[config.mk]
export PLATFORM = sky130hd
export DESIGN_NAME = dps_interp
export DESIGN_NICKNAME = d
export VERILOG_FILES = /design/src/rtl/dps_pkg.sv /design/src/rtl/dps_interp.sv
export VERILOG_INCLUDE_DIRS = /design/src /design/src/rtl
export SDC_FILE = /design/constraint.sdc
export NUM_CORES = 2
export LEC_CHECK = 0
export ABC_CLOCK_PERIOD_IN_PS = 23600
export BUFFER_PORTS_ARGS = -buffer_cell sky130_fd_sc_hd__buf_2
export CAP_MARGIN = 15
export CORE_AREA = 2 2 415 417
export DETAILED_ROUTE_END_ITERATION = 12
export DIE_AREA = 0 0 417 419
export MAX_ROUTING_LAYER = met4
export PLACE_DENSITY = 0.64
export SLEW_MARGIN = 20
export SYNTH_ARGS = -nofsm -noshare
export SYNTH_HDL_FRONTEND = slang
export SYNTH_SLANG_ARGS = --single-unit
[constraint.sdc]
create_clock -name clock -period 23.6 [get_ports clock]
set_clock_uncertainty 0.15 [all_clocks]
set_input_delay 3.54 -clock clock [delete_from_list [all_inputs] [get_ports clock]]
set_output_delay 3.54 -clock clock [all_outputs]
set_load 0.1 [all_outputs]
[src/rtl/dash_pattern_segmenter_assert.svh]
// assertion macros shared by the dash pattern segmenter modules
// depends on nothing; included inside module bodies
`ifndef DASH_PATTERN_SEGMENTER_ASSERT_SVH
`define DASH_PATTERN_SEGMENTER_ASSERT_SVH

// implication checked on every rising clock edge outside reset
`define DPS_ASSERT_IMP(label, ante, cons, msg) \
   label: assert property (@(posedge clock) disable iff (reset) (ante) |-> (cons)) \
      else $error(msg);

// next-cycle implication checked outside reset
`define DPS_ASSERT_NEXT(label, ante, cons, msg) \
   label: assert property (@(posedge clock) disable iff (reset) (ante) |=> (cons)) \
      else $error(msg);

`endif

[src/rtl/dps_pkg.sv]
// package for the dash pattern segmenter: widths, register indexes, shared types
// depends on nothing
package dps_pkg;
   localparam int MAX_ENTRIES = 6;
   localparam int MAX_OUT = 64;
   localparam int CW = 24;
   localparam int NREGS = 8;
   localparam int CNT_W = $clog2(MAX_OUT + 1);
   localparam int CAP_RAW = MAX_ENTRIES - (MAX_ENTRIES % 2);
   localparam int ENT_CAP = (CAP_RAW > 6) ? 6 : CAP_RAW;

   localparam logic [2:0] REG_START_OFFSET = 3'd7;
   localparam logic [2:0] REG_PATTERN_ENTRIES = 3'd6;

   localparam logic PEN_MOVE = 1'b0;
   localparam logic PEN_LINE = 1'b1;

   typedef struct packed {
      logic signed [CW-1:0] x_begin;
      logic signed [CW-1:0] y_begin;
      logic signed [CW-1:0] x_finish;
      logic signed [CW-1:0] y_finish;
      logic [CW-1:0] seg_length;
      logic path_first;
   } seg_type;

   typedef struct packed {
      logic signed [CW-1:0] out_x;
      logic signed [CW-1:0] out_y;
      logic pen_cmd;
      logic last_of_run;
      logic truncated;
   } pt_type;

   // work handed from the walker to the interpolator
   typedef struct packed {
      logic interp;
      logic signed [CW-1:0] x_begin;
      logic signed [CW-1:0] y_begin;
      logic signed [CW-1:0] x_finish;
      logic signed [CW-1:0] y_finish;
      logic [CW-1:0] seg_length;
      logic [CW-1:0] rest;
      logic pen_cmd;
      logic last_of_run;
      logic truncated;
   } job_type;
endpackage

[src/rtl/dps_interp.sv]
// back part: job queue and serial divider interpolating boundary points
// depends on dps_pkg and the assertion header
module dps_interp
   import dps_pkg::*;
(
   input  logic clock,
   input  logic reset,
   input  logic job_valid,
   output logic job_ready,
   input  job_type job,
   output logic pt_valid,
   input  logic pt_ready,
   output pt_type pt
);
   localparam int QD = 2;
   localparam int PW = 2 * CW + 1;
   typedef enum logic [2:0] { S_IDLE, S_MULX, S_DIVX, S_DIVY, S_OUT } st_type;

   job_type q_ff [QD];
   logic [1:0] qcnt_ff, qcnt_in;
   logic qrd_ff, qwr_ff;
   st_type st_ff, st_in;
   job_type cur_ff;
   logic [PW-1:0] num_ff, rem_ff, quo_ff, qx_ff;
   logic negx_ff, negy_ff;
   logic [5:0] bit_ff;
   pt_type pt_ff;
   logic pt_valid_ff;
   logic pop, push;
   logic signed [CW:0] dx, dy;
   logic [PW-1:0] rem_sh;

   assign job_ready = qcnt_ff != 2'(QD);
   assign push = job_valid && job_ready;
   assign pop = st_ff == S_IDLE && qcnt_ff != '0 && !pt_valid_ff;
   assign pt_valid = pt_valid_ff;
   assign pt = pt_ff;
   assign dx = (CW+1)'(cur_ff.x_finish) - (CW+1)'(cur_ff.x_begin);
   assign dy = (CW+1)'(cur_ff.y_finish) - (CW+1)'(cur_ff.y_begin);
   assign rem_sh = {rem_ff[PW-2:0], num_ff[PW-1]};

   always_comb begin
      qcnt_in = qcnt_ff + 2'(push) - 2'(pop);
      st_in = st_ff;
      case (st_ff)
         S_IDLE: if (pop) st_in = q_ff[qrd_ff].interp ? S_MULX : S_OUT;
         S_MULX: st_in = S_DIVX;
         S_DIVX: if (bit_ff == '0) st_in = S_DIVY;
         S_DIVY: if (bit_ff == '0) st_in = S_OUT;
         S_OUT: st_in = S_IDLE;
         default: st_in = S_IDLE;
      endcase
   end

   always_ff @(posedge clock) begin
      if (reset) begin
         st_ff <= S_IDLE;
         qcnt_ff <= '0;
         qrd_ff <= 1'b0;
         qwr_ff <= 1'b0;
         pt_valid_ff <= 1'b0;
      end else begin
         st_ff <= st_in;
         qcnt_ff <= qcnt_in;
         if (push) begin
            q_ff[qwr_ff] <= job;
            qwr_ff <= ~qwr_ff;
         end
         if (pop) begin
            cur_ff <= q_ff[qrd_ff];
            qrd_ff <= ~qrd_ff;
         end
         if (pt_valid_ff && pt_ready) pt_valid_ff <= 1'b0;
         case (st_ff)
            S_MULX: begin
               negx_ff <= dx[CW];
               negy_ff <= dy[CW];
               num_ff <= PW'(dx[CW] ? -dx : dx) * PW'(cur_ff.rest);
               qx_ff <= PW'(dy[CW] ? -dy : dy) * PW'(cur_ff.rest);
               rem_ff <= '0;
               quo_ff <= '0;
               bit_ff <= 6'(PW - 1);
            end
            S_DIVX, S_DIVY: begin
               if (rem_sh >= PW'(cur_ff.seg_length)) begin
                  rem_ff <= rem_sh - PW'(cur_ff.seg_length);
                  quo_ff <= {quo_ff[PW-2:0], 1'b1};
               end else begin
                  rem_ff <= rem_sh;
                  quo_ff <= {quo_ff[PW-2:0], 1'b0};
               end
               num_ff <= {num_ff[PW-2:0], 1'b0};
               bit_ff <= bit_ff - 1'b1;
               if (bit_ff == '0) begin
                  // quotient done: after x, store x point and load y product; after y, store y point
                  if (st_ff == S_DIVX) begin
                     cur_ff.x_begin <= CW'(cur_ff.x_finish - CW'(negx_ff
                        ? -{quo_ff[PW-2:0], rem_sh >= PW'(cur_ff.seg_length)}
                        : {quo_ff[PW-2:0], rem_sh >= PW'(cur_ff.seg_length)}));
                     num_ff <= qx_ff;
                     rem_ff <= '0;
                     quo_ff <= '0;
                     bit_ff <= 6'(PW - 1);
                  end else begin
                     cur_ff.y_begin <= CW'(cur_ff.y_finish - CW'(negy_ff
                        ? -{quo_ff[PW-2:0], rem_sh >= PW'(cur_ff.seg_length)}
                        : {quo_ff[PW-2:0], rem_sh >= PW'(cur_ff.seg_length)}));
                  end
               end
            end
            S_OUT: begin
               pt_valid_ff <= 1'b1;
               pt_ff.out_x <= cur_ff.interp ? cur_ff.x_begin : cur_ff.x_finish;
               pt_ff.out_y <= cur_ff.interp ? cur_ff.y_begin : cur_ff.y_finish;
               pt_ff.pen_cmd <= cur_ff.pen_cmd;
               pt_ff.last_of_run <= cur_ff.last_of_run;
               pt_ff.truncated <= cur_ff.truncated;
            end
            default: ;
         endcase
      end
   end

   `include "dash_pattern_segmenter_assert.svh"
   `DPS_ASSERT_IMP(a_q_bound, 1'b1, qcnt_ff <= 2'(QD), "queue overflow")
   `DPS_ASSERT_NEXT(a_out_hold, pt_valid && !pt_ready, pt_valid && $stable(pt),
      "result dropped under stall")
   `DPS_ASSERT_IMP(a_no_pop_busy, pop, !pt_valid_ff, "pop while result pending")
endmodule

Yosys cells after proc, flatten, opt, wreduce, memory -nomap -nowiden:

Memories as Yosys holds them, arrays and structs flattened. A register that Yosys moved wholly into a read port is not among the register bits.
Index checks and enable logic that the tools add are counted.
Widths: inputs -> output; s select.

* register bits after elaboration: 384
* RAM bits: 296
* bits of input ports: 152
* output and inout port bits: 53
* word-level logic and storage cells: 106
* memories: 1

* add/subtract/negate cells: 11
* $mul: 2
* $lt $le $gt $ge: 1
* equality and inequality tests: 8
* multiplexer cells: 37
* bitwise gates (word level): 3
* reduce and logical (&&, ||, !) cells: 16

Memory list
* q_ff: words 2, bits a word 148, rd ports 1, clocked after Yosys merged registers in 1, write ports 1, line dps_interp.sv:19 `job_type q_ff [QD];`

Operators by type and width (number)
* $mux 48: 5
* $mux 49: 4
* $mux 147: 1
* $mux 24: 6
* $mul 49x24->49: 2
* $neg 25->49: 2
* $pmux 49 s2: 1
* $pmux 48 s2: 1
* $sub 24x24->25: 2
* $ge 49x24->1: 1
* $sub 24x24->24: 2
* $sub 48x24->48: 1
* $mux 23: 2
* $pmux 23 s2: 1
* $neg 24->24: 1
* $mux 3: 4
* $mux 6: 2
* $pmux 3 s4: 1
* $pmux 6 s2: 1
* $mux 1: 8
* $ne 2x2->1 const B: 4
* $reduce_and 2->1: 4
* $eq 3x2->1 const B: 2
* $logic_not 6->1: 1
* other kinds (12): 19

Logic depth before layout (Yosys ltp):

* depth after elaboration: 7
* depth in mapped cells: 44
* depth with buffers taken out: 40

Worst setup path after synthesis:

No wires, ideal clock.

* path type: input port to flip-flop
* start point: input port reset
* end point: memory q_ff[1][0] (netlist bit), enable pin
* setup time: 0.867 ns
* arrival time: 14.510 ns
* required time: 22.583 ns
* setup slack: 8.072 ns
* cell stages on the path: 2
* buffers on the path: 1
* path through: clkbuf_1 > nor3b_1

* cells in the longest elaborated chain, start to end: 2

Ends and longest elaborated chain
* from (decl): line dps_interp.sv:7 `input logic reset,`
* $mux 1: line dps_interp.sv:56 `if (reset) begin`
* $mux 1 (implied by the code): line dps_interp.sv:66 `q_ff[qwr_ff] <= job;`
* to (decl): line dps_interp.sv:19

Every way passes these cells.

Final worst setup path:

* start point: register cur_ff[51] (netlist bit)
* end point: register qx_ff[47], data pin

* cells in the longest elaborated chain, start to end: 4

Ends and longest elaborated chain
* from (decl): line dps_interp.sv:23 `job_type cur_ff;`
* from (signal assigned): line dps_interp.sv:70 `cur_ff <= q_ff[qrd_ff];`
* $sub 24x24->25 *: line dps_interp.sv:39 `assign dy = (CW+1)'(cur_ff.y_finish) - (CW+1)'(cur_ff.y_begin);`
* $neg 25->49: line dps_interp.sv:79 `qx_ff <= PW'(dy[CW] ? -dy : dy) * PW'(cur_ff.rest);`
* $mux 49 *: line dps_interp.sv:79
* $mul 49x24->49 *: line dps_interp.sv:79
* to (signal assigned): line dps_interp.sv:79
* to (decl): line dps_interp.sv:24 `logic [PW-1:0] num_ff, rem_ff, quo_ff, qx_ff;`

Mark *: on every way between the ends. The rest lies on a longest branch, timed or not.
A chain may end at the register's enable or synchronous reset.

==> parameters.txt <==
Parameter                              Value

Status
  Status    completed

Synthesis
  Count leader, synth    sky130_fd_sc_hd__inv_1
  Most frequently used flop master after synthesis    sky130_fd_sc_hd__edfxtp_1
  Post-synthesis sequential element count    681
  Average cell area after synthesis    10.3 um2
  Fraction of synthesized cell area in xor and xnor cells    3.40%
  Top cell type's share of synthesized area    36.3%
  Number of unique standard cell types used by synthesis    84
  Main combinational cell family by area after synthesis    adder cells
  Number of enable-type register cells in the synthesized netlist    672
  Portion of the post-synthesis area used by sequential elements    24.1%
  Post-synthesis share of cell area spent on and, or, nand and nor gates    12.6%
  Netlist Area Pre-Place    84500 um2
  Share of the synthesized area in compound gates (AO/OA/AOI/OAI)    6.49%
  Post-Synthesis Cells    slightly above 8000
  Asr flop ratio synth    0%
  Mux cell area share after synthesis    approximately 2.6%
  Synth Warn #    0
  Post-Synth Adder-Cell Area    41.3%
  Most frequent cells after synthesis    sky130_fd_sc_hd__inv_1, sky130_fd_sc_hd__fa_1, sky130_fd_sc_hd__nand2_1, sky130_fd_sc_hd__edfxtp_1, sky130_fd_sc_hd__and2_1
  Synth area leader    sky130_fd_sc_hd__fa_1
  Leading cell types by total area after synthesis    sky130_fd_sc_hd__fa_1, sky130_fd_sc_hd__edfxtp_1, sky130_fd_sc_hd__inv_1, sky130_fd_sc_hd__ha_1, sky130_fd_sc_hd__nand2_1

Clock network
  Clk slew on worst S/H paths    60 ps
  Clock root buffer master    sky130_fd_sc_hd__clkbuf_16
  Clock buffer count from CTS    76
  TritonCTS clock tree    yes
  Buffers from clock root to sink, at most    3
  Source-to-sink clock delay at the later pin of the worst-skew pair    690 ps
  Number of H-tree levels    3
  Total of cells resized after clock tree synthesis    0
  Sinks on the clock net    681
  Quantity of hold-fixing buffers added after cts    0
  Post-CTS Setup Bufs    0

Floorplan
  Height of the chip    419 um
  Ports    205
  Total die area    175000 um2
  Core Region    171000 um2
  # rows    152
  Initial Utilization    approximately half
  Horizontal extent of the die    417 um

Detailed routing
  Post-route antenna net violation count    0
  Final routed wire length divided by cell count    20.4 um
  Final WL    225000 um
  Count of TritonRoute iterations in the first routing pass    8
  Total via count in the routed design    58700
  DRC marker count from the first detailed-route iteration    4212
  Vias per cell    5.31
  # DRC    0

Worst setup path
  Data arrival time of the worst path    11890 ps
  Crit. End Element    register
  Worst Setup Start Kind    register
  Slowest cell delay on critical path    approximately 870 ps
  Worst-path cell with the longest stage delay    sky130_fd_sc_hd__a311oi_1
  Worst setup path category    reg2reg
  Data required time of the worst path    23860 ps
  Category of cells accounting for the largest share of critical-path delay    adder cells
  Buffering stage count on the worst path with inverters included    9
  Critical-path maximum fanout    24

STA
  Time the worst path needs with I/O delays and setup    11630 ps
  Post-Route Setup TNS    0 ps
  Setup repair after global routing missed its margin    false
  Final clock period utilization by the worst path    49.3%
  Slew Viols, Final    0
  Final hold violation count    0
  FMAX    0.0860 GHz
  Actual transition at the worst max-transition pin    1060 ps
  Total of endpoints with negative setup slack in the final report    0
  Relative slew slack    between 20 and 30%

Global route
  Number of antenna violations at the first check in global routing    12
  GR Util All Layers    27.7%
  Sum of overflow across all layers after global routing    0
  Number of global-route vias before repair    63300
  Global-route wire length before repair    362000 um
  Pin count of the biggest net entering global routing    81

Placement
  Number of port buffers    204
  Final RePlAce weighted congestion    0.932
  Number of cells after detailed placement    10900
  Detailed placer's ending HPWL    roughly 170000 um

Job
  Max_cap viols    0

Final layout
  Non-Filler Instances    11100
  Fraction of final layout cells with drive strength greater than 1    7.65%
  Post-layout net count    10800
  Synthesis-to-layout area growth    9.97%
  Fillers    15100
  Utilization of the core after routing    54.4%

Worst hold path
  Path category of the worst min-delay check    reg2reg
[flip-flops by register name (all words and copies together), names as in the netlist, 2 cells and up, named ones only]
register  count
qcnt_ff       2
quo_ff       23
rem_ff       48
q_ff        296
pt           51
cur_ff      148
st_ff         3
num_ff       49
qx_ff        49
bit_ff        6
[cell usage in the layout, fill, tap and decap left out, drive strengths merged, types with 48 or more instances in the layout]
cell type  netlist  final
inv           1752   1756
fa            1531   1531
nand2          892    892
edfxtp         672    672
conb             2    552
and2           500    500
ha             340    340
buf             36    326
o21ai          203    203
a21oi          197    197
nor2           194    194
xnor2          192    192
mux2           147    147
xor2           136    136
clkbuf         340     92
nor2b           86     86
nand3           81     81
a21o            77     77
nor3            70     70
o211ai          57     57
mux2i           57     57
nand4           54     54
and3            52     52
o21a            49     49
nand2b          48     48
[metrics by stage]
| stage | hold WS [ps] | setup slack [ps] | cell area (um2) |
|---|---|---|---|
| final | 275 | 11970 | 92900 |
| after floorplan | 250 | 8070 | 86500 |
| after global placement | 255 | 12200 | 90500 |
| after detailed placement | 261 | 12110 | 90500 |
| after CTS | 275 | 12060 | 92900 |
| after global routing | 276 | 11230 | 92900 |
[area by class of cell]
| class | count | area, um2 | area share [%] |
|---|---|---|---|
| diodes | 7 | 17.5 | 0.0189 |
| clock buffers | 92 | 1960 | 2.11 |
| clock inverters | 42 | 422 | 0.454 |
| inverters | 1752 | 6580 | 7.08 |
| multi-input cells | 5928 | 58800 | 63.3 |
| flip-flops and latches | 681 | 20400 | 21.9 |
| well taps | 2233 | 2790 | 3.01 |
| repair buffers | 326 | 1940 | 2.09 |
[path summary, 6_finish.rpt]
check / start / cells past startpoint / end / slack [ps]
max: cur_ff[51] / 39 / qx_ff[47] / 11970
min: cur_ff[0] / 0 / pt[0] / 280
max reg2reg: cur_ff[51] / 39 / qx_ff[47] / 11970
min reg2reg: cur_ff[0] / 0 / pt[0] / 280
[logic make-up (layout without fill, tap and decap cells)]
logic type      after synthesis  after routing
buf+inv                    2128           2212
xor+xnor                    328            328
mux                         204            204
flops                       681            681
compound gates              845            845
fa+ha+maj                  1871           1871
other cells                   2            559
simple gates               2128           2128
[per-layer routing]
layer	wire length, um	global-route usage (%)
met1	91500	35.8
met2	110000	45.5
met3	15800	4.08
met4	8140	8.47
met5	0	-
Power is not shown: default switching activity piles up to over one toggle a cycle in this logic, so the estimate is an artifact.
