## src/rtl/dash_pattern_segmenter_assert.svh

```systemverilog
// assertion macros shared by the dash pattern segmenter modules
// depends on nothing; included inside module bodies
`ifndef DASH_PATTERN_SEGMENTER_ASSERT_SVH
`define DASH_PATTERN_SEGMENTER_ASSERT_SVH

// implication checked on every rising clock edge outside reset
`define DPS_ASSERT_IMP(label, ante, cons, msg) \
   label: assert property (@(posedge clock) disable iff (reset) (ante) |-> (cons)) \
      else $error(msg);

// next-cycle implication checked outside reset
`define DPS_ASSERT_NEXT(label, ante, cons, msg) \
   label: assert property (@(posedge clock) disable iff (reset) (ante) |=> (cons)) \
      else $error(msg);

`endif

```

## src/rtl/dps_pkg.sv

```systemverilog
// package for the dash pattern segmenter: widths, register indexes, shared types
// depends on nothing
package dps_pkg;
   localparam int MAX_ENTRIES = 6;
   localparam int MAX_OUT = 64;
   localparam int CW = 24;
   localparam int NREGS = 8;
   localparam int CNT_W = $clog2(MAX_OUT + 1);
   localparam int CAP_RAW = MAX_ENTRIES - (MAX_ENTRIES % 2);
   localparam int ENT_CAP = (CAP_RAW > 6) ? 6 : CAP_RAW;

   localparam logic [2:0] REG_START_OFFSET = 3'd7;
   localparam logic [2:0] REG_PATTERN_ENTRIES = 3'd6;

   localparam logic PEN_MOVE = 1'b0;
   localparam logic PEN_LINE = 1'b1;

   typedef struct packed {
      logic signed [CW-1:0] x_begin;
      logic signed [CW-1:0] y_begin;
      logic signed [CW-1:0] x_finish;
      logic signed [CW-1:0] y_finish;
      logic [CW-1:0] seg_length;
      logic path_first;
   } seg_type;

   typedef struct packed {
      logic signed [CW-1:0] out_x;
      logic signed [CW-1:0] out_y;
      logic pen_cmd;
      logic last_of_run;
      logic truncated;
   } pt_type;

   // work handed from the walker to the interpolator
   typedef struct packed {
      logic interp;
      logic signed [CW-1:0] x_begin;
      logic signed [CW-1:0] y_begin;
      logic signed [CW-1:0] x_finish;
      logic signed [CW-1:0] y_finish;
      logic [CW-1:0] seg_length;
      logic [CW-1:0] rest;
      logic pen_cmd;
      logic last_of_run;
      logic truncated;
   } job_type;
endpackage

```

## src/rtl/dps_walker.sv

```systemverilog
// front part: accepts segments, walks the dash pattern and issues point jobs
// depends on dps_pkg and the assertion header
module dps_walker
   import dps_pkg::*;
(
   input  logic clock,
   input  logic reset,
   input  logic seg_valid,
   output logic seg_ready,
   input  seg_type seg,
   input  logic [CW-1:0] len_ff [NREGS],
   output logic job_valid,
   input  logic job_ready,
   output job_type job
);
   typedef enum logic [2:0] {
      ST_IDLE, ST_OFS, ST_OFS_WRAP, ST_WALK, ST_ADV, ST_ADV_WRAP
   } st_type;

   st_type st_ff, st_in;
   seg_type seg_ff, seg_in;
   logic [2:0] idx_ff, idx_in;
   logic [CW-1:0] used_ff, used_in;
   logic [CW+1:0] rest_ff, rest_in;
   logic [CNT_W-1:0] cnt_ff, cnt_in;
   logic trunc_ff, trunc_in;
   logic emit_move_ff, emit_move_in;

   logic [2:0] n;
   logic [CW+2:0] total;
   logic [CW-1:0] d, dr;
   logic [2:0] idx_next;

   always_comb begin
      n = len_ff[REG_PATTERN_ENTRIES][2:0] & 3'd6;
      if (n > 3'(ENT_CAP)) n = 3'(ENT_CAP);
      total = '0;
      for (int i = 0; i < 6; i++)
         if (3'(i) < n) total = total + (CW+3)'(len_ff[i]);
      d = len_ff[idx_ff];
      dr = (d > used_ff) ? d - used_ff : '0;
      idx_next = (idx_ff + 3'd1 >= n) ? 3'd0 : idx_ff + 3'd1;
   end

   always_comb begin
      st_in = st_ff;
      seg_in = seg_ff;
      idx_in = idx_ff;
      used_in = used_ff;
      rest_in = rest_ff;
      cnt_in = cnt_ff;
      trunc_in = trunc_ff;
      emit_move_in = emit_move_ff;
      seg_ready = 1'b0;
      job_valid = 1'b0;
      job = '0;
      job.x_begin = seg_ff.x_begin;
      job.y_begin = seg_ff.y_begin;
      job.x_finish = seg_ff.x_finish;
      job.y_finish = seg_ff.y_finish;
      job.seg_length = seg_ff.seg_length;
      case (st_ff)
         ST_IDLE: begin
            seg_ready = 1'b1;
            if (seg_valid && n >= 3'd2) begin
               seg_in = seg;
               cnt_in = '0;
               trunc_in = 1'b0;
               rest_in = {2'b00, seg.seg_length};
               if (idx_ff >= n) idx_in = 3'd0;
               if (seg.path_first) begin
                  idx_in = 3'd0;
                  used_in = '0;
                  emit_move_in = 1'b1;
                  st_in = ST_OFS;
               end else begin
                  emit_move_in = 1'b0;
                  st_in = ST_WALK;
               end
            end
         end
         // walk start offset from entry 0; rest_ff holds the offset remainder in ST_OFS_WRAP
         ST_OFS: begin
            if (!emit_move_in && 1'b0) st_in = ST_OFS;
            st_in = ST_WALK;
            if (len_ff[REG_START_OFFSET] != '0) begin
               if ({2'b00, len_ff[REG_START_OFFSET]} <= {2'b00, dr}) begin
                  used_in = used_ff + len_ff[REG_START_OFFSET];
               end else begin
                  rest_in = {2'b00, len_ff[REG_START_OFFSET] - dr};
                  idx_in = idx_next;
                  used_in = '0;
                  st_in = (total == '0) ? ST_WALK : ST_OFS_WRAP;
                  if (total != '0) begin
                     // subtract total once if the remainder exceeds it; ST_OFS_WRAP walks entries for the rest
                     if ((CW+3)'(len_ff[REG_START_OFFSET] - dr) > total)
                        rest_in = (CW+2)'((CW+3)'(len_ff[REG_START_OFFSET] - dr)
                                  - total);
                  end
               end
            end
            if (st_in == ST_WALK) rest_in = {2'b00, seg_ff.seg_length};
         end
         ST_OFS_WRAP: begin
            if (rest_ff > (CW+2)'(d)) begin
               rest_in = rest_ff - (CW+2)'(d);
               idx_in = idx_next;
            end else begin
               used_in = rest_ff[CW-1:0];
               rest_in = {2'b00, seg_ff.seg_length};
               st_in = ST_WALK;
            end
         end
         ST_WALK: begin
            if (emit_move_ff) begin
               job_valid = 1'b1;
               job.interp = 1'b0;
               job.x_finish = seg_ff.x_begin;
               job.y_finish = seg_ff.y_begin;
               job.pen_cmd = PEN_MOVE;
               if (job_ready) begin
                  emit_move_in = 1'b0;
                  cnt_in = cnt_ff + 1'b1;
               end
            end else if (rest_ff > (CW+2)'(dr)) begin
               if (cnt_ff >= CNT_W'(MAX_OUT - 1)) begin
                  trunc_in = 1'b1;
                  rest_in = rest_ff - (CW+2)'(dr);
                  idx_in = idx_next;
                  used_in = '0;
                  if (total == '0) begin
                     st_in = ST_WALK;
                     rest_in = '0;
                  end else begin
                     if ((CW+3)'(rest_ff - (CW+2)'(dr)) > total)
                        rest_in = (CW+2)'((CW+3)'(rest_ff - (CW+2)'(dr))
                                  - total * (((CW+3)'(rest_ff - (CW+2)'(dr)) - 1)
                                  >= total ? 1 : 0));
                     st_in = ST_ADV_WRAP;
                  end
               end else begin
                  job_valid = 1'b1;
                  job.interp = 1'b1;
                  job.rest = CW'(rest_ff - (CW+2)'(dr));
                  job.pen_cmd = idx_ff[0] ? PEN_MOVE : PEN_LINE;
                  if (job_ready) begin
                     rest_in = rest_ff - (CW+2)'(dr);
                     idx_in = idx_next;
                     used_in = '0;
                     cnt_in = cnt_ff + 1'b1;
                  end
               end
            end else begin
               job_valid = 1'b1;
               job.interp = 1'b0;
               job.pen_cmd = idx_ff[0] ? PEN_MOVE : PEN_LINE;
               job.last_of_run = 1'b1;
               job.truncated = trunc_ff;
               if (job_ready) begin
                  used_in = used_ff + rest_ff[CW-1:0];
                  st_in = ST_IDLE;
               end
            end
         end
         // remaining length may still exceed total after one subtract; keep subtracting
         ST_ADV_WRAP: begin
            if (rest_ff > (CW+2)'(total)) begin
               rest_in = rest_ff - (CW+2)'(total);
            end else if (rest_ff > (CW+2)'(d)) begin
               rest_in = rest_ff - (CW+2)'(d);
               idx_in = idx_next;
            end else begin
               used_in = rest_ff[CW-1:0];
               rest_in = '0;
               st_in = ST_ADV;
            end
         end
         ST_ADV: begin
            job_valid = 1'b1;
            job.interp = 1'b0;
            job.pen_cmd = idx_ff[0] ? PEN_MOVE : PEN_LINE;
            job.last_of_run = 1'b1;
            job.truncated = 1'b1;
            if (job_ready) st_in = ST_IDLE;
         end
         default: st_in = ST_IDLE;
      endcase
   end

   always_ff @(posedge clock) begin
      if (reset) begin
         st_ff <= ST_IDLE;
         idx_ff <= '0;
         used_ff <= '0;
         cnt_ff <= '0;
         trunc_ff <= 1'b0;
         emit_move_ff <= 1'b0;
      end else begin
         st_ff <= st_in;
         idx_ff <= idx_in;
         used_ff <= used_in;
         cnt_ff <= cnt_in;
         trunc_ff <= trunc_in;
         emit_move_ff <= emit_move_in;
      end
      seg_ff <= seg_in;
      rest_ff <= rest_in;
   end

   `include "dash_pattern_segmenter_assert.svh"
   `DPS_ASSERT_IMP(a_cnt_limit, st_ff == ST_WALK, cnt_ff <= CNT_W'(MAX_OUT - 1),
      "point count beyond limit")
   `DPS_ASSERT_IMP(a_ready_idle, seg_ready, st_ff == ST_IDLE, "ready outside idle")
   `DPS_ASSERT_NEXT(a_end_idle, job_valid && job_ready && job.last_of_run,
      st_ff == ST_IDLE, "walker not idle after end point")
endmodule

```

## config.mk

```make
export PLATFORM = sky130hd
export DESIGN_NAME = dps_walker
export DESIGN_NICKNAME = d
export VERILOG_FILES = /design/src/rtl/dps_pkg.sv /design/src/rtl/dps_walker.sv
export VERILOG_INCLUDE_DIRS = /design/src /design/src/rtl
export SDC_FILE = /design/constraint.sdc
export NUM_CORES = 1
export LEC_CHECK = 0
export BUFFER_PORTS_ARGS = -buffer_cell sky130_fd_sc_hd__buf_2
export CAP_MARGIN = 10
export CORE_ASPECT_RATIO = 0.7
export CORE_MARGIN = 1.5
export CORE_UTILIZATION = 25
export DETAILED_ROUTE_END_ITERATION = 10
export PLACE_DENSITY = 0.44
export SETUP_SLACK_MARGIN = 0.02
export SYNTH_ARGS = -nofsm -noshare
export SYNTH_HDL_FRONTEND = slang
export SYNTH_SLANG_ARGS = --single-unit
```

## constraint.sdc

```tcl
create_clock -name clock -period 40.6 [get_ports clock]
set_clock_uncertainty 0.15 [all_clocks]
set_input_delay 4.06 -clock clock [delete_from_list [all_inputs] [get_ports clock]]
set_output_delay 4.06 -clock clock [all_outputs]
set_load 0.05 [all_outputs]
```

Word-level counts from Yosys, hierarchy flattened:

Index checks and enable logic that the tools add are counted.

* muxes and demuxes: 104
* multiply operators: 1
* eq/ne operators: 24
* bitwise gates (word level): 1
* order comparisons: 20
* reductions and logical operators: 15
* $add $sub $neg: 19

Operators with widths (count)
* 24-bit 2-to-1 mux: 18
* 26-bit 2-to-1 mux: 15
* 27-bit by 24-bit adder with 27-bit output: 5
* 27-bit 2-to-1 mux: 5
* 26-bit case mux with 5 select lines: 1
* 24-bit case mux with 5 select lines: 1
* 48-bit 2-to-1 mux: 2
* 26-bit subtractor: 3
* 24-bit binary-select mux with 3-bit select: 1
* 3-bit 2-to-1 mux: 23
* 27-bit > comparator: 2
* 26-bit by 24-bit > comparator with 1-bit output: 2
* 26-bit by 24-bit subtractor with 26-bit output: 2
* 24-bit adder: 2
* 24-bit subtractor: 2
* 7-bit 2-to-1 mux: 5
* 32-bit by 27-bit >= comparator with 1-bit output: 1
* 27-bit by 1-bit subtractor with 28-bit output, second input constant: 1
* 27-bit zero test: 1
* 27-bit by 1-bit multiplier with 26-bit output: 1
* 27-bit nonzero test: 1
* 26-bit by 24-bit subtractor with 27-bit output: 1
* 26-bit > comparator: 1
* 25-bit 2-to-1 mux: 1
* 38 further kinds: 87

* register bits after elaboration: 185
* logic and storage cells: 196
* output and inout port bits: 150
* bits of input ports: 317

Depth between registers and ports, before layout:

Gate-level depths: netlist (run 1).

* depth after elaboration: 24
* depth in mapped cells: 80
* gate-level depth less buffers: 76

Least setup slack after synthesis (run 1):

OpenSTA, ideal clock, no wires.

* path kind: input to register
* from: in len_ff[25] (netlist name)
* to: reg rest_ff[25], data pin
* buffers on the path: 5
* arrival time: 18.561 ns
* stages on the path: 77
* data required time: 40.185 ns
* setup slack: 21.625 ns
* library setup time: 0.265 ns
* cells stage by stage: or2_1 -> clkbuf_1 -> clkbuf_1 -> clkbuf_1 -> and2_1 -> ha_1 -> nand2_1 -> or4_4 -> a21oi_1 -> o22ai_1 -> xor2_1 -> nor2_1 -> ha_1 -> a21o_1 -> a21oi_1 -> nor2b_1 -> or3_1 -> nand2_1 -> [41 not listed] -> buf_2 -> nand2_1 -> ha_1 -> a21o_1 -> a21o_1 -> a221oi_1 -> o21ai_0 -> o31a_1 -> a41oi_1 -> a21oi_1 -> a211oi_1 -> nor2b_1 -> o21ai_0 -> nand2b_1 -> and3_1 -> o221ai_2 -> xor2_1 -> o21ai_1

* cells in the longest elaborated chain, start to end: 24
* elaborated cells on any way between the ends: 63
* classes of those cells: 14 x add/sub; 1 x mul; 14 x order compare; 1 x eq/ne; 31 x mux; 2 x reduce/logical

RTL lines
* start: declaration: line dps_walker.sv:11 `input logic [CW-1:0] len_ff [NREGS],`
* 3-bit > comparator: line dps_walker.sv:36 `if (n > 3'(ENT_CAP)) n = 3'(ENT_CAP);`
* 3-bit 2-to-1 mux: line dps_walker.sv:36
* 1-bit by 3-bit less-than comparator with 1-bit output: line dps_walker.sv:39 `if (3'(i) < n) total = total + (CW+3)'(len_ff[i]);`
* 24-bit 2-to-1 mux: line dps_walker.sv:39
* 27-bit by 24-bit adder with 27-bit output: line dps_walker.sv:39
* 27-bit 2-to-1 mux: line dps_walker.sv:39
* 27-bit by 24-bit adder with 27-bit output: line dps_walker.sv:39
* 27-bit 2-to-1 mux: line dps_walker.sv:39
* [9 not listed]
* 26-bit subtractor: line dps_walker.sv:137 `- total * (((CW+3)'(rest_ff - (CW+2)'(dr)) - 1)`
* 26-bit 2-to-1 mux: line dps_walker.sv:135 `if ((CW+3)'(rest_ff - (CW+2)'(dr)) > total)`
* 26-bit 2-to-1 mux: line dps_walker.sv:131 `if (total == '0) begin`
* 26-bit 2-to-1 mux: line dps_walker.sv:126 `if (cnt_ff >= CNT_W'(MAX_OUT - 1)) begin`
* 26-bit 2-to-1 mux: line dps_walker.sv:125 `end else if (rest_ff > (CW+2)'(dr)) begin`
* 26-bit 2-to-1 mux: line dps_walker.sv:115 `if (emit_move_ff) begin`
* 26-bit case mux with 5 select lines *: line dps_walker.sv:62 `case (st_ff)`
* named net rest_in[25]: line dps_walker.sv:24 `logic [CW+1:0] rest_ff, rest_in;`
* end signal: assignment: line dps_walker.sv:207 `rest_ff <= rest_in;`
* end: declaration: line dps_walker.sv:24

The timed path passes the listed nets; every way through them passes the cells marked *. The select of a mux whose other input is x is not followed.
A chain may end at the register's enable or synchronous reset.

Worst setup path in the final report (run 1):

* from: in len_ff[26] (netlist name)
* to: reg rest_ff[25], data pin

Same word-level chain as after synthesis.

==> results.sh, run 1 <==
export IMPL_post_place_ws_ns=18.92
export IMPL_cts_path_max_buffers=2
export IMPL_grt_pass1_vias=29200
export IMPL_whs_ns=0.377
export IMPL_fin_crit_ns=21.64
export IMPL_antenna_found_initial=5
export IMPL_crit_type="input port to flip-flop"
export IMPL_synth_nets=4618
export IMPL_tritoncts="built"
export IMPL_die_height_microns=299
export IMPL_final_nets=4960
export IMPL_synth_most_common_cell="ha_1"
export IMPL_synth_mux_area_frac=0.0758
export IMPL_yosysUniqueCellTypes=107
export IMPL_dp_cells=5866
export IMPL_r2r_slack_ns=23.49
export IMPL_track_usage=0.216
export IMPL_setup_ws_ns=18.96
export IMPL_maxCapViolCount=0
export IMPL_core_sq_um=124000
export IMPL_relSlewSlack=0.108
export IMPL_max_stage_delay_ns=0.62
export IMPL_area_growth_pct=14.4
export IMPL_fmax_mhz=46.2
export IMPL_synth_edf_count=146
export IMPL_netlist_top_cells_count="394 x ha_1, 329 x a21oi_1, 318 x nor2_1, 276 x nand2_1, 230 x o21ai_0"
export IMPL_ys_seq_area_frac=0.165
export IMPL_dieArea_sq_um=127000
export IMPL_worstPathMaxFanout=34
export IMPL_clk_pin_slew_ns=0.08
export IMPL_drt_pass1_iter_count=6
export IMPL_cp_common_cell="ha_1"
export IMPL_timing_max_transition_violations_final=0
export IMPL_finalNonFillerCells=5898
export IMPL_synth_top_area_cell="ha_1"
export IMPL_post_cts_resized=0
export IMPL_hold_violations=0
export IMPL_grt_max_degree=67
export IMPL_fp_dieW_microns=426
export IMPL_hp_class="flip-flop to flip-flop"
export IMPL_synth_seq_cells=185
export IMPL_drc_errors=0
export IMPL_setup_viol=0
export IMPL_netlist_instances=3893
export IMPL_syn_area_sq_um=31300
export IMPL_rows=108
export IMPL_synth_top_family_by_area="compound AO/OA/AOI/OAI gates"
export IMPL_cts_max_level=4
export IMPL_io_pin_count=467
export IMPL_status="finished, final reports clean"
export IMPL_hpwl_microns=118000
export IMPL_cp_startpoint="len_ff[26]"
export IMPL_port_buffer_count=466
export IMPL_vias=31400
export IMPL_grt_pass1_wl_microns=204000
export IMPL_post_cts_buffers=0
export IMPL_cp_start_kind="input port"
export IMPL_via_per_inst=5.32
export IMPL_ctsHoldBuffers=0
export IMPL_cp_data_arrival_time_ns=21.75
export IMPL_clock_sinks=185
export IMPL_min_from="cnt_ff[4]"
export IMPL_drtIter0Drc=3075
export IMPL_slowest_stage="or4b_2"
export IMPL_r2r_end="rest_ff[25]"
export IMPL_min_path_cells=2
export IMPL_async_flop_share=0
export IMPL_worstMarginPinSlew_ns=1.33
export IMPL_fill_cells=13500
export IMPL_synth_simple_area_share=0.184
export IMPL_synth_ff_type="edfxtp_1"
export IMPL_antenna_cells=0
export IMPL_r2r_cells=58
export IMPL_cts_buffers=17
export IMPL_drt_total_wl_microns=141000
export IMPL_grt_overflow_total=0
export IMPL_avgSynthCellArea_sq_um=8.05
export IMPL_layout_drive_gt1_share=0.177
export IMPL_whs_endpoint="cnt_ff[4]"
export IMPL_fin_tns_setup_ns=0
export IMPL_clockRootBuffer="clkbuf_16"
export IMPL_yosys_warnings=0
export IMPL_yosys_area_share_xor_xnor=0.0866
export IMPL_gp_congestion=0.986
export IMPL_r2r_start="idx_ff[0]"
export IMPL_yosysTopAreaCellShare=0.157
export IMPL_synth_compound_area_frac=0.263
export IMPL_rsz0062_at_grt="no"
export IMPL_wl_per_cell_microns=24.0
export IMPL_synth_area_top_cells="ha_1 16%, edfxtp_1 14%, a21oi_1 5.3%"
export IMPL_insertion_delay_ns=0.52
export IMPL_end_kind="flip-flop"
export IMPL_timing_final_crit_share=0.533
export IMPL_synth_fa_ha_area_frac=0.167
export IMPL_initial_core_util=0.252
export IMPL_worstPathRequired_ns=40.71
export IMPL_ant_nets=0
## flip-flops by register name, indices dropped and copies added, names as in the netlist
name / cells
cnt_ff: 7
trunc_ff: 1
idx_ff: 3
job: 72
st_ff: 3
used_ff: 24
seg_ff: 48
emit_move_ff: 1
rest_ff: 26
## worst max-delay path by stage
stage                     slack (ns)  cells past startpoint           to
after detailed placement       18.92                     73  rest_ff[25]
after global placement         19.41                     77  rest_ff[25]
after CTS                      19.43                     73  rest_ff[25]
after floorplan                21.62                     77  rest_ff[25]
after global routing           17.65                     73  rest_ff[25]
final                          18.96                     73  rest_ff[25]
## stage by stage
step,instance area (sq um),utilization
2_1_floorplan,31300,-
3_3_place_gp,35200,0.284
3_5_place_dp,35200,0.284
4_1_cts,35800,0.289
5_1_grt,35800,0.289
6_report,35800,0.289
## kinds of logic after synthesis
| kind of cell | after synthesis |
|---|---|
| DFF | 185 |
| adders and majority gates | 411 |
| buffers and inverters | 404 |
| AOI/OAI and AO/OA | 1244 |
| and+or+nand+nor | 1170 |
| xor gates and xnor gates | 309 |
| muxes | 170 |
## placed cells by master (no fill, tap or decap), drive strengths merged, types with 82 or more instances in the layout
master    n
inv     205
nor3     92
xnor2   182
a21oi   330
xor2    127
ha      394
nor2    318
o21ai   239
a211oi   85
nand3    82
nand2   278
buf     530
a21o    140
edfxtp  146
## area by class of cell
cell class,count,area (sq um),area share
clock buffer,17,425,0.0119
multi-input combinational,3304,24400,0.682
tap,1650,2060,0.0576
sequential,185,5170,0.144
clock inverter,15,188,0.00524
inverter,197,739,0.0206
timing repair buffer,530,2810,0.0785
## critical path, delay by kind of cell
kind,cells,cell delay [ns]
fa+ha+maj,9,3.00
simple gates,27,5.85
buf+inv,4,0.83
compound gates,27,6.89
xor+xnor,6,1.07
## layer usage
metal  global-route usage  up-vias  wire length [microns]
met1                0.319    15100                  69300
met3               0.0413       80                   9340
met5                    0        -                     34
met2                0.326      904                  60800
met4               0.0375        4                   1920
li1                     -    15300                      -
Power of run 1 is left out: the tool's default activity adds up to more than one toggle a clock period on the data nets, which glitch-free logic cannot reach.
==> inputs of run 2 (changes only) <==
clock period = 22.6 ns   (was 40.6 ns; I/O delays follow)
==> results.sh, run 2 (same netlist as run 1, synthesis figures left out) <==
export IMPL_status="finished, final reports clean"
export IMPL_fp_dieW_microns=426
export IMPL_via_per_inst=5.32
export IMPL_timing_max_transition_violations_final=0
export IMPL_worstMarginPinSlew_ns=1.32
export IMPL_setup_viol=0
export IMPL_drt_pass1_iter_count=6
export IMPL_slowest_stage="o311ai_1"
export IMPL_largest_reg_flops=72
export IMPL_cp_start_kind="input port"
export IMPL_maxCapViolCount=0
export IMPL_end_kind="flip-flop"
export IMPL_crit_type="input port to flip-flop"
export IMPL_cp_num_buf_inv=4
export IMPL_ctsHoldBuffers=0
export IMPL_hpwl_microns=116000
export IMPL_rsz0062_at_grt="no"
export IMPL_grt_pass1_wl_microns=203000
export IMPL_dieArea_sq_um=127000
export IMPL_drtIter0Drc=2914
export IMPL_final_nets=4957
export IMPL_grt_overflow_total=0
export IMPL_area_growth_pct=14.2
export IMPL_hold_violations=0
export IMPL_port_buffer_count=466
export IMPL_cts_path_max_buffers=2
export IMPL_layout_drive_gt1_share=0.176
export IMPL_post_cts_resized=0
export IMPL_rows=108
export IMPL_fin_tns_setup_ns=0
export IMPL_cp_common_cell="ha_1"
export IMPL_fin_util=0.288
export IMPL_tritoncts="built"
export IMPL_wl_per_cell_microns=23.6
export IMPL_hp_class="flip-flop to flip-flop"
export IMPL_ant_nets=0
export IMPL_die_height_microns=299
export IMPL_grt_pass1_vias=29400
export IMPL_initial_core_util=0.252
export IMPL_drt_total_wl_microns=139000
export IMPL_drc_errors=0
export IMPL_antenna_found_initial=6
export IMPL_worstPathMaxFanout=34
export IMPL_layout_commonest_cell="buf_2"
export IMPL_fmax_mhz=50.9
export IMPL_insertion_delay_ns=0.54
export IMPL_whs_ns=0.373
export IMPL_vias=31400
export IMPL_max_stage_delay_ns=0.88
export IMPL_gp_congestion=0.982
export IMPL_layout_common_cells="466 x buf_2, 394 x ha_1, 326 x a21oi_1"
export IMPL_cp_top_family="compound AO/OA/AOI/OAI gates"
export IMPL_clockRootBuffer="clkbuf_16"
export IMPL_io_pin_count=467
export IMPL_cts_buffers=17
export IMPL_post_cts_buffers=0
export IMPL_timing_final_crit_share=0.870
export IMPL_relSlewSlack=0.113
export IMPL_core_sq_um=124000
export IMPL_track_usage=0.213
export IMPL_worstPathRequired_ns=22.73
export IMPL_cp_data_arrival_time_ns=19.78
export IMPL_finalNonFillerCells=5898
export IMPL_grt_max_degree=70
export IMPL_fin_crit_ns=19.66
export IMPL_clock_sinks=185
export IMPL_clk_pin_slew_ns=0.09
export IMPL_dp_cells=5863
export IMPL_cts_max_level=4
[run 2: metal layers]
layer  wire length (microns)  GRT usage
met3                    9110     0.0385
met4                    2400     0.0420
met5                      41          0
met1                   68700      0.317
met2                   59200      0.319
[run 2: layout make-up]
| cell class | instances | area [sq um] |
|---|---|---|
| inverters | 197 | 739 |
| well taps | 1650 | 2060 |
| diodes | 4 | 10.0 |
| fillers | 13500 | 88400 |
| repair buffers | 527 | 2790 |
| flip-flops and latches | 185 | 5170 |
| multi-input cells | 3304 | 24400 |
| clock buffers | 17 | 425 |
| clock inverters | 14 | 149 |
[run 2: path summary, 6_finish.rpt]
check | start | to | slack (ns) | depth (start not counted)
hold / removal | cnt_ff[4] | cnt_ff[4] | 0.37 | 2
setup / recovery | len_ff[25] | rest_ff[25] | 2.94 | 73
setup reg to reg | idx_ff[0] | rest_ff[25] | 5.58 | 58
hold reg to reg | cnt_ff[4] | cnt_ff[4] | 0.37 | 2
[run 2: metrics by stage]
step	setup slack, ns	area (sq um)
2_1_floorplan	5.42	31300
5_1_grt	1.58	35800
3_5_place_dp	2.75	35200
3_3_place_gp	3.05	35200
4_1_cts	3.26	35800
6_report	2.94	35800
[run 2: tightest hold or removal path, stage by stage (launching register included)]
cell	delay, ns
dfxtp_1	0.35
xor2_1	0.07
nor2_1	0.07
Power of run 2 is left out for the same reason.
